## src/hdl/polyphonic_voice_allocator_assert.svh

```systemverilog
// assertion helpers, sampled on clk and disabled while rst_n is low
`ifndef POLYPHONIC_VOICE_ALLOCATOR_ASSERT_SVH
`define POLYPHONIC_VOICE_ALLOCATOR_ASSERT_SVH

// same-cycle implication
`define PVA_ASSERT_IMP(lbl, ante, cons, msg) \
  lbl: assert property (@(posedge clk) disable iff (!rst_n) (ante) |-> (cons)) \
    else $error(msg);

// next-cycle implication
`define PVA_ASSERT_NXT(lbl, ante, cons, msg) \
  lbl: assert property (@(posedge clk) disable iff (!rst_n) (ante) |=> (cons)) \
    else $error(msg);

`endif

```

## src/hdl/pva_pkg.sv

```systemverilog
`timescale 1ns / 1ps
package pva_pkg;

  localparam int TAG_W     = 32;
  localparam int INTENS_W  = 16;
  localparam int VOICE_W   = 5;
  localparam int MASK_W    = 32;
  localparam int NV_W      = 6;
  localparam int ACT_W     = 2;
  localparam int DATA_W    = 32;
  localparam int ADDR_W    = 3;

  localparam logic [ACT_W-1:0] ACT_NOTE_ON  = 2'd0;
  localparam logic [ACT_W-1:0] ACT_NOTE_OFF = 2'd1;
  localparam logic [ACT_W-1:0] ACT_DONE     = 2'd2;

  // register select is the word address bit
  localparam logic REG_VOICES = 1'b0;
  localparam logic REG_RETRIG = 1'b1;

  typedef struct packed {
    logic tag_eq;
    logic hit;
    logic older;
  } scan_flags_t;

endpackage

```

## src/hdl/polyphonic_voice_allocator.sv

```systemverilog
// note-on and note-off walk the tag/age ram one voice per cycle via its registered read,
//   then pass the finish and emit states to the registered result
// voice-done, unknown actions and events with no voices in use skip the walk and go to emit
// inputs are taken only in idle; a waiting result does not block the next input
// reset (rst_n, synchronous): all voices idle, tags and ages read as zero through
//   per-voice written bits, voices_in_use = 8 (limited to MAX_VOICES), retrigger off
`timescale 1ns / 1ps
`include "polyphonic_voice_allocator_assert.svh"
module polyphonic_voice_allocator #(
  parameter int MAX_VOICES = 32,
  parameter int AGE_BITS   = 16
) (
  input  logic                              clk,
  input  logic                              rst_n,
  input  logic                              in_valid,
  output logic                              in_ready,
  input  logic [pva_pkg::ACT_W-1:0]         in_action,
  input  logic signed [pva_pkg::TAG_W-1:0]  in_note_pitch,
  input  logic [pva_pkg::INTENS_W-1:0]      in_note_intensity,
  input  logic [pva_pkg::VOICE_W-1:0]       in_done_voice,
  output logic                              out_valid,
  input  logic                              out_ready,
  output logic                              out_voice_granted,
  output logic [pva_pkg::VOICE_W-1:0]       out_granted_voice,
  output logic                              out_was_stolen,
  output logic                              out_was_retriggered,
  output logic signed [pva_pkg::TAG_W-1:0]  out_start_pitch,
  output logic [pva_pkg::INTENS_W-1:0]      out_start_intensity,
  output logic [pva_pkg::MASK_W-1:0]        out_stop_mask,
  input  logic                              psel,
  input  logic                              penable,
  input  logic                              pwrite,
  input  logic [pva_pkg::ADDR_W-1:0]        paddr,
  input  logic [pva_pkg::DATA_W-1:0]        pwdata,
  output logic [pva_pkg::DATA_W-1:0]        prdata,
  output logic                              pready
);
  import pva_pkg::*;

  localparam int VIDX_W = (MAX_VOICES > 1) ? $clog2(MAX_VOICES) : 1;
  localparam int CNT_W  = $clog2(MAX_VOICES + 1);
  localparam int WORD_W = TAG_W + AGE_BITS;
  localparam logic [NV_W-1:0] NV_MAX   = NV_W'(MAX_VOICES);
  localparam logic [NV_W-1:0] NV_RESET = (MAX_VOICES < 8) ? NV_W'(MAX_VOICES) : NV_W'(8);

  localparam logic [1:0] ST_IDLE   = 2'd0;
  localparam logic [1:0] ST_SCAN   = 2'd1;
  localparam logic [1:0] ST_FINISH = 2'd2;
  localparam logic [1:0] ST_EMIT   = 2'd3;

  logic [1:0]            state_r, state_nxt;
  logic [NV_W-1:0]       nv_r, nv_nxt;
  logic                  retrig_r, retrig_nxt;
  logic [MAX_VOICES-1:0] active_r, active_nxt;
  logic [MAX_VOICES-1:0] written_r, written_nxt;
  logic [MAX_VOICES-1:0] in_use_mask;

  logic [ACT_W-1:0]      act_r;
  logic [TAG_W-1:0]      pitch_r;
  logic [INTENS_W-1:0]   intens_r;

  logic [CNT_W-1:0]      scan_idx_r, scan_idx_nxt;
  logic                  pv_r, pv_nxt;
  logic [VIDX_W-1:0]     pidx_r, pidx_nxt;
  logic                  chosen_valid_r, chosen_valid_nxt;
  logic [VIDX_W-1:0]     chosen_r, chosen_nxt;
  logic                  matched_r, matched_nxt;
  logic [VIDX_W-1:0]     oldest_r, oldest_nxt;
  logic [AGE_BITS-1:0]   max_age_r, max_age_nxt;
  logic [MASK_W-1:0]     mask_r, mask_nxt;

  logic                  res_granted_r, res_granted_nxt;
  logic [VIDX_W-1:0]     res_idx_r, res_idx_nxt;
  logic                  res_stolen_r, res_stolen_nxt;
  logic                  res_retrig_r, res_retrig_nxt;

  logic                  out_valid_r;
  logic                  out_granted_r;
  logic [VOICE_W-1:0]    out_voice_r;
  logic                  out_stolen_r;
  logic                  out_retrig_r;
  logic [TAG_W-1:0]      out_pitch_r;
  logic [INTENS_W-1:0]   out_intens_r;
  logic [MASK_W-1:0]     out_mask_r;

  logic                  in_xfer, cfg_wr, emit_go, act_on;
  logic [CNT_W-1:0]      nv_cnt;
  logic                  ram_we, ram_re;
  logic [VIDX_W-1:0]     ram_waddr, ram_raddr, fin_idx;
  logic [WORD_W-1:0]     ram_wdata, ram_rdata;
  logic [TAG_W-1:0]      rd_tag;
  logic [AGE_BITS-1:0]   rd_age, age_inc;
  logic                  first_proc, last_proc;
  logic [NV_W-1:0]       cfg_nv;
  scan_flags_t           flags;

  assign in_ready = (state_r == ST_IDLE);
  assign in_xfer  = in_valid && in_ready;
  assign cfg_wr   = psel && penable && pwrite;
  assign pready   = 1'b1;
  assign nv_cnt   = nv_r[CNT_W-1:0];
  assign act_on   = (act_r == ACT_NOTE_ON);
  assign emit_go  = (state_r == ST_EMIT) && (!out_valid_r || out_ready);
  assign fin_idx  = chosen_valid_r ? chosen_r : oldest_r;
  assign cfg_nv   = (pwdata[NV_W-1:0] > NV_MAX) ? NV_MAX : pwdata[NV_W-1:0];

  always_comb begin
    prdata = '0;
    unique case (paddr[2])
      REG_VOICES: prdata = DATA_W'(nv_r);
      REG_RETRIG: prdata = DATA_W'(retrig_r);
      default:    prdata = '0;
    endcase
  end

  // unwritten entries read as the reset value
  assign rd_tag = written_r[pidx_r] ? ram_rdata[WORD_W-1:AGE_BITS] : '0;
  assign rd_age = written_r[pidx_r] ? ram_rdata[AGE_BITS-1:0] : '0;
  assign first_proc = (pidx_r == '0);
  assign last_proc  = pv_r && (CNT_W'(pidx_r) + CNT_W'(1) == nv_cnt);

  pva_scan_unit #(.AGE_BITS(AGE_BITS)) u_scan (
    .tag     (rd_tag),
    .age     (rd_age),
    .pitch   (pitch_r),
    .retrig  (retrig_r),
    .max_age (max_age_r),
    .first   (first_proc),
    .age_inc (age_inc),
    .flags   (flags)
  );

  pva_ram #(.WIDTH(WORD_W), .DEPTH(MAX_VOICES), .AW(VIDX_W)) u_ram (
    .clk   (clk),
    .we    (ram_we),
    .waddr (ram_waddr),
    .wdata (ram_wdata),
    .re    (ram_re),
    .raddr (ram_raddr),
    .rdata (ram_rdata)
  );

  always_comb begin
    ram_re    = 1'b0;
    ram_raddr = scan_idx_r[VIDX_W-1:0];
    ram_we    = 1'b0;
    ram_waddr = pidx_r;
    ram_wdata = {rd_tag, age_inc};
    if (state_r == ST_SCAN) begin
      ram_re = (scan_idx_r < nv_cnt);
      // age write-back for active voices during a note-on walk
      ram_we = pv_r && act_on && active_r[pidx_r];
    end else if (state_r == ST_FINISH && act_on) begin
      ram_we    = 1'b1;
      ram_waddr = fin_idx;
      ram_wdata = {pitch_r, {AGE_BITS{1'b0}}};
    end
  end

  always_comb begin
    for (int i = 0; i < MAX_VOICES; i++) begin
      in_use_mask[i] = (NV_W'(i) < nv_r);
    end
  end

  always_comb begin
    state_nxt        = state_r;
    nv_nxt           = nv_r;
    retrig_nxt       = retrig_r;
    active_nxt       = active_r;
    written_nxt      = written_r;
    scan_idx_nxt     = scan_idx_r;
    pv_nxt           = 1'b0;
    pidx_nxt         = pidx_r;
    chosen_valid_nxt = chosen_valid_r;
    chosen_nxt       = chosen_r;
    matched_nxt      = matched_r;
    oldest_nxt       = oldest_r;
    max_age_nxt      = max_age_r;
    mask_nxt         = mask_r;
    res_granted_nxt  = res_granted_r;
    res_idx_nxt      = res_idx_r;
    res_stolen_nxt   = res_stolen_r;
    res_retrig_nxt   = res_retrig_r;

    if (cfg_wr) begin
      if (paddr[2] == REG_VOICES) begin
        // voices newly brought into use start idle
        for (int i = 0; i < MAX_VOICES; i++) begin
          if (NV_W'(i) >= nv_r && NV_W'(i) < cfg_nv) begin
            active_nxt[i] = 1'b0;
          end
        end
        nv_nxt = cfg_nv;
      end else begin
        retrig_nxt = pwdata[0];
      end
    end

    unique case (state_r)
      ST_IDLE: begin
        if (in_xfer) begin
          scan_idx_nxt     = '0;
          chosen_valid_nxt = 1'b0;
          matched_nxt      = 1'b0;
          oldest_nxt       = '0;
          max_age_nxt      = '0;
          mask_nxt         = '0;
          res_granted_nxt  = 1'b0;
          res_idx_nxt      = '0;
          res_stolen_nxt   = 1'b0;
          res_retrig_nxt   = 1'b0;
          state_nxt        = ST_EMIT;
          if ((in_action == ACT_NOTE_ON || in_action == ACT_NOTE_OFF) && nv_r != '0) begin
            state_nxt = ST_SCAN;
          end
          if (in_action == ACT_DONE && ({1'b0, in_done_voice} < NV_MAX)) begin
            active_nxt[in_done_voice[VIDX_W-1:0]] = 1'b0;
          end
        end
      end
      ST_SCAN: begin
        if (scan_idx_r < nv_cnt) begin
          pv_nxt       = 1'b1;
          pidx_nxt     = scan_idx_r[VIDX_W-1:0];
          scan_idx_nxt = scan_idx_r + CNT_W'(1);
        end
        if (pv_r) begin
          if (act_on) begin
            if (flags.hit) begin
              chosen_nxt       = pidx_r;
              chosen_valid_nxt = 1'b1;
              matched_nxt      = 1'b1;
            end
            if (active_r[pidx_r]) begin
              if (flags.older) begin
                oldest_nxt  = pidx_r;
                max_age_nxt = age_inc;
              end
            end else if (!chosen_valid_r && !flags.hit) begin
              chosen_nxt       = pidx_r;
              chosen_valid_nxt = 1'b1;
            end
          end else if (active_r[pidx_r] && flags.tag_eq) begin
            mask_nxt = mask_r | (MASK_W'(1) << pidx_r);
          end
        end
        if (last_proc) begin
          state_nxt = ST_FINISH;
        end
      end
      ST_FINISH: begin
        if (act_on) begin
          active_nxt[fin_idx]  = 1'b1;
          written_nxt[fin_idx] = 1'b1;
          res_granted_nxt      = 1'b1;
          res_idx_nxt          = fin_idx;
          res_stolen_nxt       = !chosen_valid_r;
          res_retrig_nxt       = matched_r;
        end
        state_nxt = ST_EMIT;
      end
      ST_EMIT: begin
        if (emit_go) begin
          state_nxt = ST_IDLE;
        end
      end
      default: state_nxt = ST_IDLE;
    endcase
  end

  always_ff @(posedge clk) begin
    if (!rst_n) begin
      state_r     <= ST_IDLE;
      nv_r        <= NV_RESET;
      retrig_r    <= 1'b0;
      active_r    <= '0;
      written_r   <= '0;
      pv_r        <= 1'b0;
      out_valid_r <= 1'b0;
    end else begin
      state_r   <= state_nxt;
      nv_r      <= nv_nxt;
      retrig_r  <= retrig_nxt;
      active_r  <= active_nxt;
      written_r <= written_nxt;
      pv_r      <= pv_nxt;
      if (emit_go) begin
        out_valid_r <= 1'b1;
      end else if (out_ready) begin
        out_valid_r <= 1'b0;
      end
    end
  end

  always_ff @(posedge clk) begin
    if (in_xfer) begin
      act_r    <= in_action;
      pitch_r  <= in_note_pitch;
      intens_r <= in_note_intensity;
    end
    scan_idx_r     <= scan_idx_nxt;
    pidx_r         <= pidx_nxt;
    chosen_valid_r <= chosen_valid_nxt;
    chosen_r       <= chosen_nxt;
    matched_r      <= matched_nxt;
    oldest_r       <= oldest_nxt;
    max_age_r      <= max_age_nxt;
    mask_r         <= mask_nxt;
    res_granted_r  <= res_granted_nxt;
    res_idx_r      <= res_idx_nxt;
    res_stolen_r   <= res_stolen_nxt;
    res_retrig_r   <= res_retrig_nxt;
    if (emit_go) begin
      out_granted_r <= res_granted_r;
      out_voice_r   <= VOICE_W'(res_idx_r);
      out_stolen_r  <= res_stolen_r;
      out_retrig_r  <= res_retrig_r;
      out_pitch_r   <= res_granted_r ? pitch_r : '0;
      out_intens_r  <= res_granted_r ? intens_r : '0;
      out_mask_r    <= mask_r;
    end
  end

  assign out_valid           = out_valid_r;
  assign out_voice_granted   = out_granted_r;
  assign out_granted_voice   = out_voice_r;
  assign out_was_stolen      = out_stolen_r;
  assign out_was_retriggered = out_retrig_r;
  assign out_start_pitch     = out_pitch_r;
  assign out_start_intensity = out_intens_r;
  assign out_stop_mask       = out_mask_r;

  `PVA_ASSERT_IMP(a_flags_excl, out_valid_r, !(out_stolen_r && out_retrig_r),
    "steal and retrigger both flagged")
  `PVA_ASSERT_IMP(a_scan_range, pv_r, (CNT_W'(pidx_r) < nv_cnt), "walk beyond voices in use")
  `PVA_ASSERT_IMP(a_steal_full, (state_r == ST_FINISH) && act_on && !chosen_valid_r,
    (&(active_r | ~in_use_mask)), "steal with an idle voice in use")
  `PVA_ASSERT_NXT(a_grant_active, (state_r == ST_FINISH) && act_on,
    active_r[$past(fin_idx)], "granted voice not active")

endmodule

```

## src/hdl/pva_ram.sv

```systemverilog
`timescale 1ns / 1ps
module pva_ram #(
  parameter int WIDTH = 48,
  parameter int DEPTH = 32,
  parameter int AW    = (DEPTH > 1) ? $clog2(DEPTH) : 1
) (
  input  logic             clk,
  input  logic             we,
  input  logic [AW-1:0]    waddr,
  input  logic [WIDTH-1:0] wdata,
  input  logic             re,
  input  logic [AW-1:0]    raddr,
  output logic [WIDTH-1:0] rdata
);

  logic [WIDTH-1:0] mem [DEPTH];
  logic [WIDTH-1:0] rdata_r;

  always_ff @(posedge clk) begin
    if (we) begin
      mem[waddr] <= wdata;
    end
    if (re) begin
      rdata_r <= mem[raddr];
    end
  end

  assign rdata = rdata_r;

endmodule

```

## src/hdl/pva_scan_unit.sv

```systemverilog
`timescale 1ns / 1ps
module pva_scan_unit #(
  parameter int AGE_BITS = 16
) (
  input  logic [pva_pkg::TAG_W-1:0] tag,
  input  logic [AGE_BITS-1:0]       age,
  input  logic [pva_pkg::TAG_W-1:0] pitch,
  input  logic                      retrig,
  input  logic [AGE_BITS-1:0]       max_age,
  input  logic                      first,
  output logic [AGE_BITS-1:0]       age_inc,
  output pva_pkg::scan_flags_t      flags
);
  import pva_pkg::*;

  logic tag_eq;

  assign tag_eq  = (tag == pitch);
  // ages stop at all ones
  assign age_inc = (&age) ? age : age + AGE_BITS'(1);

  assign flags.tag_eq = tag_eq;
  assign flags.hit    = retrig && tag_eq;
  assign flags.older  = first || (age_inc > max_age);

endmodule
```

## config.mk

```make
export PLATFORM = sky130hd
export DESIGN_NAME = polyphonic_voice_allocator
export DESIGN_NICKNAME = d
export VERILOG_FILES = /design/src/hdl/pva_pkg.sv /design/src/hdl/polyphonic_voice_allocator.sv /design/src/hdl/pva_ram.sv /design/src/hdl/pva_scan_unit.sv
export VERILOG_INCLUDE_DIRS = /design/src /design/src/hdl
export SDC_FILE = /design/constraint.sdc
export NUM_CORES = 2
export LEC_CHECK = 0
export BUFFER_PORTS_ARGS = -buffer_cell sky130_fd_sc_hd__buf_2
export CAP_MARGIN = 10
export CORE_MARGIN = 10
export CORE_UTILIZATION = 50
export DETAILED_ROUTE_END_ITERATION = 10
export GPL_TIMING_DRIVEN = 0
export HOLD_SLACK_MARGIN = 0.05
export PLACE_DENSITY = 0.66
export SYNTH_ARGS = -nofsm -noshare
export SYNTH_HDL_FRONTEND = slang
export SYNTH_SLANG_ARGS = --single-unit
```

## constraint.sdc

```tcl
create_clock -name clk -period 10.1 [get_ports clk]
set_input_delay 1.01 -clock clk [delete_from_list [all_inputs] [get_ports clk]]
set_output_delay 1.01 -clock clk [all_outputs]
set_load 0.01 [all_outputs]
```

==> out/summary.md <==
Flop and latch count out of synthesis: 1876. The logs give 0 for the final-report max-slew violation count and 0.502 for the initial core utilization. The logs give 5895 for the count of placed standard cells including taps and 6 for the detailed-router iteration count before antenna repair. For the pin with the worst max-slew slack, the measured transition is 1.30 ns.

For the worst flop-to-flop path, the logic depth is 26. The slowest stage of the critical path is the sky130_fd_sc_hd__a311oi_1 cell. In this run the worst path has a maximum fanout of 16. For the setup violation total in the final timing report, the log shows 0. Path category of the worst min-delay check: input port to flop. The logs give 38700 for the via count and 199000 microns for the total length of routed wires.

The internal power contribution is 15.4 mW. Counting every sink on the clock net gives 1876. The worst path needs 8.07 ns of the cycle, external delays included. The fraction of registers with async set or reset after synthesis was 0.

The worst setup path is captured at a flop. Summing all placed instances gives a cell area of 80200 sq um. The logs give 5309 for the number of DRC markers after the initial detailed-route iteration and 8.58 ns for the critical path data arrival time.

For the number of antenna violations at the first check in global routing, the log shows 14. Top flip-flop cell by instance count after synthesis: sky130_fd_sc_hd__edfxtp_1. The horizontal die dimension is 404 microns, and the non-filler instance count after layout is 6250. Setup repair after global routing left no endpoint under its margin.

TritonCTS created 185 clock buffers. For the share of power burned in the clock network, the log shows 0.305. In this run the remaining antenna-violating nets after routing total 0.

The reported net switching power was 6.65 mW; the final-report hold violation count was 0. Max-cap violations in this run came to 0. The run gives 3649 as the count of mapped cells out of synthesis. Mean instance size in the synthesized netlist: 20.3 sq um. The die covers 164000 sq um. The run finished with clean final reports. Relative contribution of sequential cells to total power: 0.423. The top-level I/O count is 220, and the insertion delay of the later-clocked pin in the worst-skew pair is 0.85 ns. No sink is reached through more buffers than the 3 on the longest clock path. The first global-routing pass estimated 285000 microns of wire.

The maximum number of pins on one net before global-route repair came out at 49. The maximum level of the CTS H-tree was 4. The tools report the combinational cell fraction of total power as 0.272. The count of cells along the worst hold path came out at 1. Data on the critical path is required at its endpoint by 10.62 ns. Power spread over the standard cell area amounts to 256 nW/um^2.

The worst setup path is of the flop to flop kind. The worst max-slew margin expressed relative to the limit is 0.135. The final layout contains 4295 nets. The proportion of total power due to net switching was 0.301; the routed via count divided by cell count was 6.20. Buffers added to address setup during post-CTS repair amount to 0.

After layout, the design draws a total of 22.1 mW. The run gives 73900 sq um as the synthesized cell area. The layout cell share with drive strength beyond 1 was 0.289.

The tools report the clock tree skew after final layout as 0.0767 ns. In the routed design, unresolved DRC markers number 0. The portion of the post-synthesis area used by sequential elements was 0.752; the cell area after layout was 86400 sq um. Hold repair after CTS inserted 0 buffers. The total number of yosys warnings came out at 0.

The number of synthesized flops with an enable pin is 1801. The clock-pin slew reported for the worst setup and hold paths after clock tree synthesis came out at 0.06 ns. TritonCTS built the clock tree. The leakage power of the design was 27.5 nW. The distinct cell type count of the synthesized netlist is 76, and the final clock period utilization by the worst path is 0.799.

The number of buffers added on ports works out to 161. Global-route total usage across every layer: 0.244. The tools report the startpoint type of the worst setup path as a flop.

The weighted congestion at the end of routability-driven global placement was 0.938; the filler cell count in the final layout was 10500. After routing, the total negative slack on setup checks comes to 0 ns. The synthesis-to-finish area growth came out at 16.9%. The run gives 0 as the remaining global-route overflow. The worst-case IR drop observed on VDD is 0.000211 V. The post-cts gate resize count is 0, and the routed length per instance is 31.9 microns. Once detailed placement completed, the half-perimeter wirelength came to 136000 microns.

The longest individual stage delay on the worst path was 0.83 ns. The die is 404 microns tall. The total area inside the core boundary comes to 147000 sq um. The tree is rooted in a sky130_fd_sc_hd__clkbuf_16. The tools report the via count of the first global-routing pass as 38900. Row generation in the floorplan step produced 141 rows.

For this run, the top clock speed supported by timing is 124 MHz.
## power by group through the flow
stage,Combinational (mW),Sequential (mW),Clock (mW)
floorplan,3.68,9.39,0
global placement,5.65,9.53,0
detailed placement,5.92,9.49,0
CTS,5.95,9.33,6.83
global route,6.32,9.36,7.14
finish,6.01,9.34,6.74
## metrics by stage
stage	worst slack, ns	hold slack (ns)	util
2_1_floorplan	4.33	0.400	-
3_3_place_gp	1.33	0.405	0.524
3_5_place_dp	1.70	0.410	0.544
4_1_cts	1.64	0.287	0.585
5_1_grt	1.39	0.317	0.586
6_report	2.03	0.350	0.586
## routing by layer
layer | GRT usage | wire length (microns) | up-vias
li1 | - | - | 15900
met1 | 0.337 | 79400 | 20300
met2 | 0.370 | 91600 | 2114
met3 | 0.0783 | 22000 | 365
met4 | 0.0792 | 6360 | 6
met5 | 0 | 39 | -
## synth_stat cells, types with 15 or more instances
library cell	number	area (sq um)
sky130_fd_sc_hd__edfxtp_1	1801	54100
sky130_fd_sc_hd__nor2b_1	26	163
sky130_fd_sc_hd__xor2_1	15	131
sky130_fd_sc_hd__nand2b_1	20	125
sky130_fd_sc_hd__ha_1	33	413
sky130_fd_sc_hd__buf_1	32	120
sky130_fd_sc_hd__dfxtp_1	75	1500
sky130_fd_sc_hd__nor3_1	21	105
sky130_fd_sc_hd__a31oi_1	26	163
sky130_fd_sc_hd__o22ai_1	44	275
sky130_fd_sc_hd__mux2_2	51	574
sky130_fd_sc_hd__a21oi_1	53	265
sky130_fd_sc_hd__inv_1	62	233
sky130_fd_sc_hd__o21ai_0	41	205
sky130_fd_sc_hd__clkbuf_1	144	541
sky130_fd_sc_hd__and2_1	64	400
sky130_fd_sc_hd__nand3_1	30	150
sky130_fd_sc_hd__buf_4	27	203
sky130_fd_sc_hd__nand2_1	100	375
sky130_fd_sc_hd__mux4_2	492	11100
sky130_fd_sc_hd__nor2_1	311	1170
## final timing paths
path | startpoint | to | slack [ns]
hold reg to reg | res_idx_r[1]$_SDFFCE_PN0P_ | out_granted_voice[1]$_DFFE_PP_ | 0.41
setup reg to reg | pidx_r[2]$_DFFE_PP_ | max_age_r[6]$_SDFFCE_PN0P_ | 2.03
hold / removal | in_note_pitch[19] | pitch_r[19]$_DFFE_PP_ | 0.35
setup / recovery | pidx_r[2]$_DFFE_PP_ | max_age_r[6]$_SDFFCE_PN0P_ | 2.03
## cell families (layout without fill, tap and decap cells)
logic type / count (synthesis) / after routing / synth area share
buf+inv: 278 / 921 / 0.0159
xor+xnor: 25 / 25 / 0.00296
compound gates: 247 / 247 / 0.0225
flops: 1876 / 1876 / 0.752
simple gates: 624 / 624 / 0.0385
fa+ha+maj: 33 / 33 / 0.00559
other cells: 2 / 30 / 0.000102
mux: 564 / 564 / 0.162
## flip-flops by register name, summed over array words and instances (netlist names), 32 cells and up
| signal | count |
|---|---|
| mask_r | 32 |
| u_ram.rdata | 48 |
| out_start_pitch | 32 |
| written_r | 32 |
| active_r | 32 |
| out_stop_mask | 32 |
| u_ram.mem | 1536 |
| pitch_r | 32 |
## cell usage in the layout (no fill, tap or decap), drive strengths merged, types with 10 or more instances in the layout
master	Yosys	final
a21oi	53	53
a31oi	26	26
and2	65	65
buf	69	373
bufinv	0	12
clkbuf	144	371
clkinv	2	95
conb	2	27
dfxtp	75	75
edfxtp	1801	1801
ha	33	33
inv	63	69
mux2	56	56
mux4	499	499
nand2	102	102
nand2b	20	20
nand3	30	30
nor2	311	311
nor2b	26	26
nor3	21	21
nor4	14	14
o21a	10	10
o21ai	43	43
o221a	11	11
o22ai	44	44
xnor2	10	10
xor2	15	15
## area by class of cell
| type | instances | area [sq um] | area share |
|---|---|---|---|
| Antenna cell | 3 | 7.51 | 0.0000869 |
| Buffer | 213 | 932 | 0.0108 |
| Clock buffer | 227 | 4840 | 0.0560 |
| Clock inverter | 112 | 1120 | 0.0130 |
| Inverter | 65 | 244 | 0.00282 |
| Multi-Input combinational cell | 1520 | 17800 | 0.206 |
| Sequential cell | 1876 | 55600 | 0.644 |
| Tap cell | 1930 | 2410 | 0.0280 |
| Timing Repair Buffer | 304 | 3470 | 0.0402 |
## critical path: cells and delay by family, from the launching register on
family                     cells  cell delay [ns]
DFF                            1             0.38
muxes                          2             1.15
and+or+nand+nor                7             1.73
adders and majority gates      2             0.54
AOI/OAI and AO/OA              8             2.01
buffers and inverters          7             1.92
(Power assumes the default switching activity.)
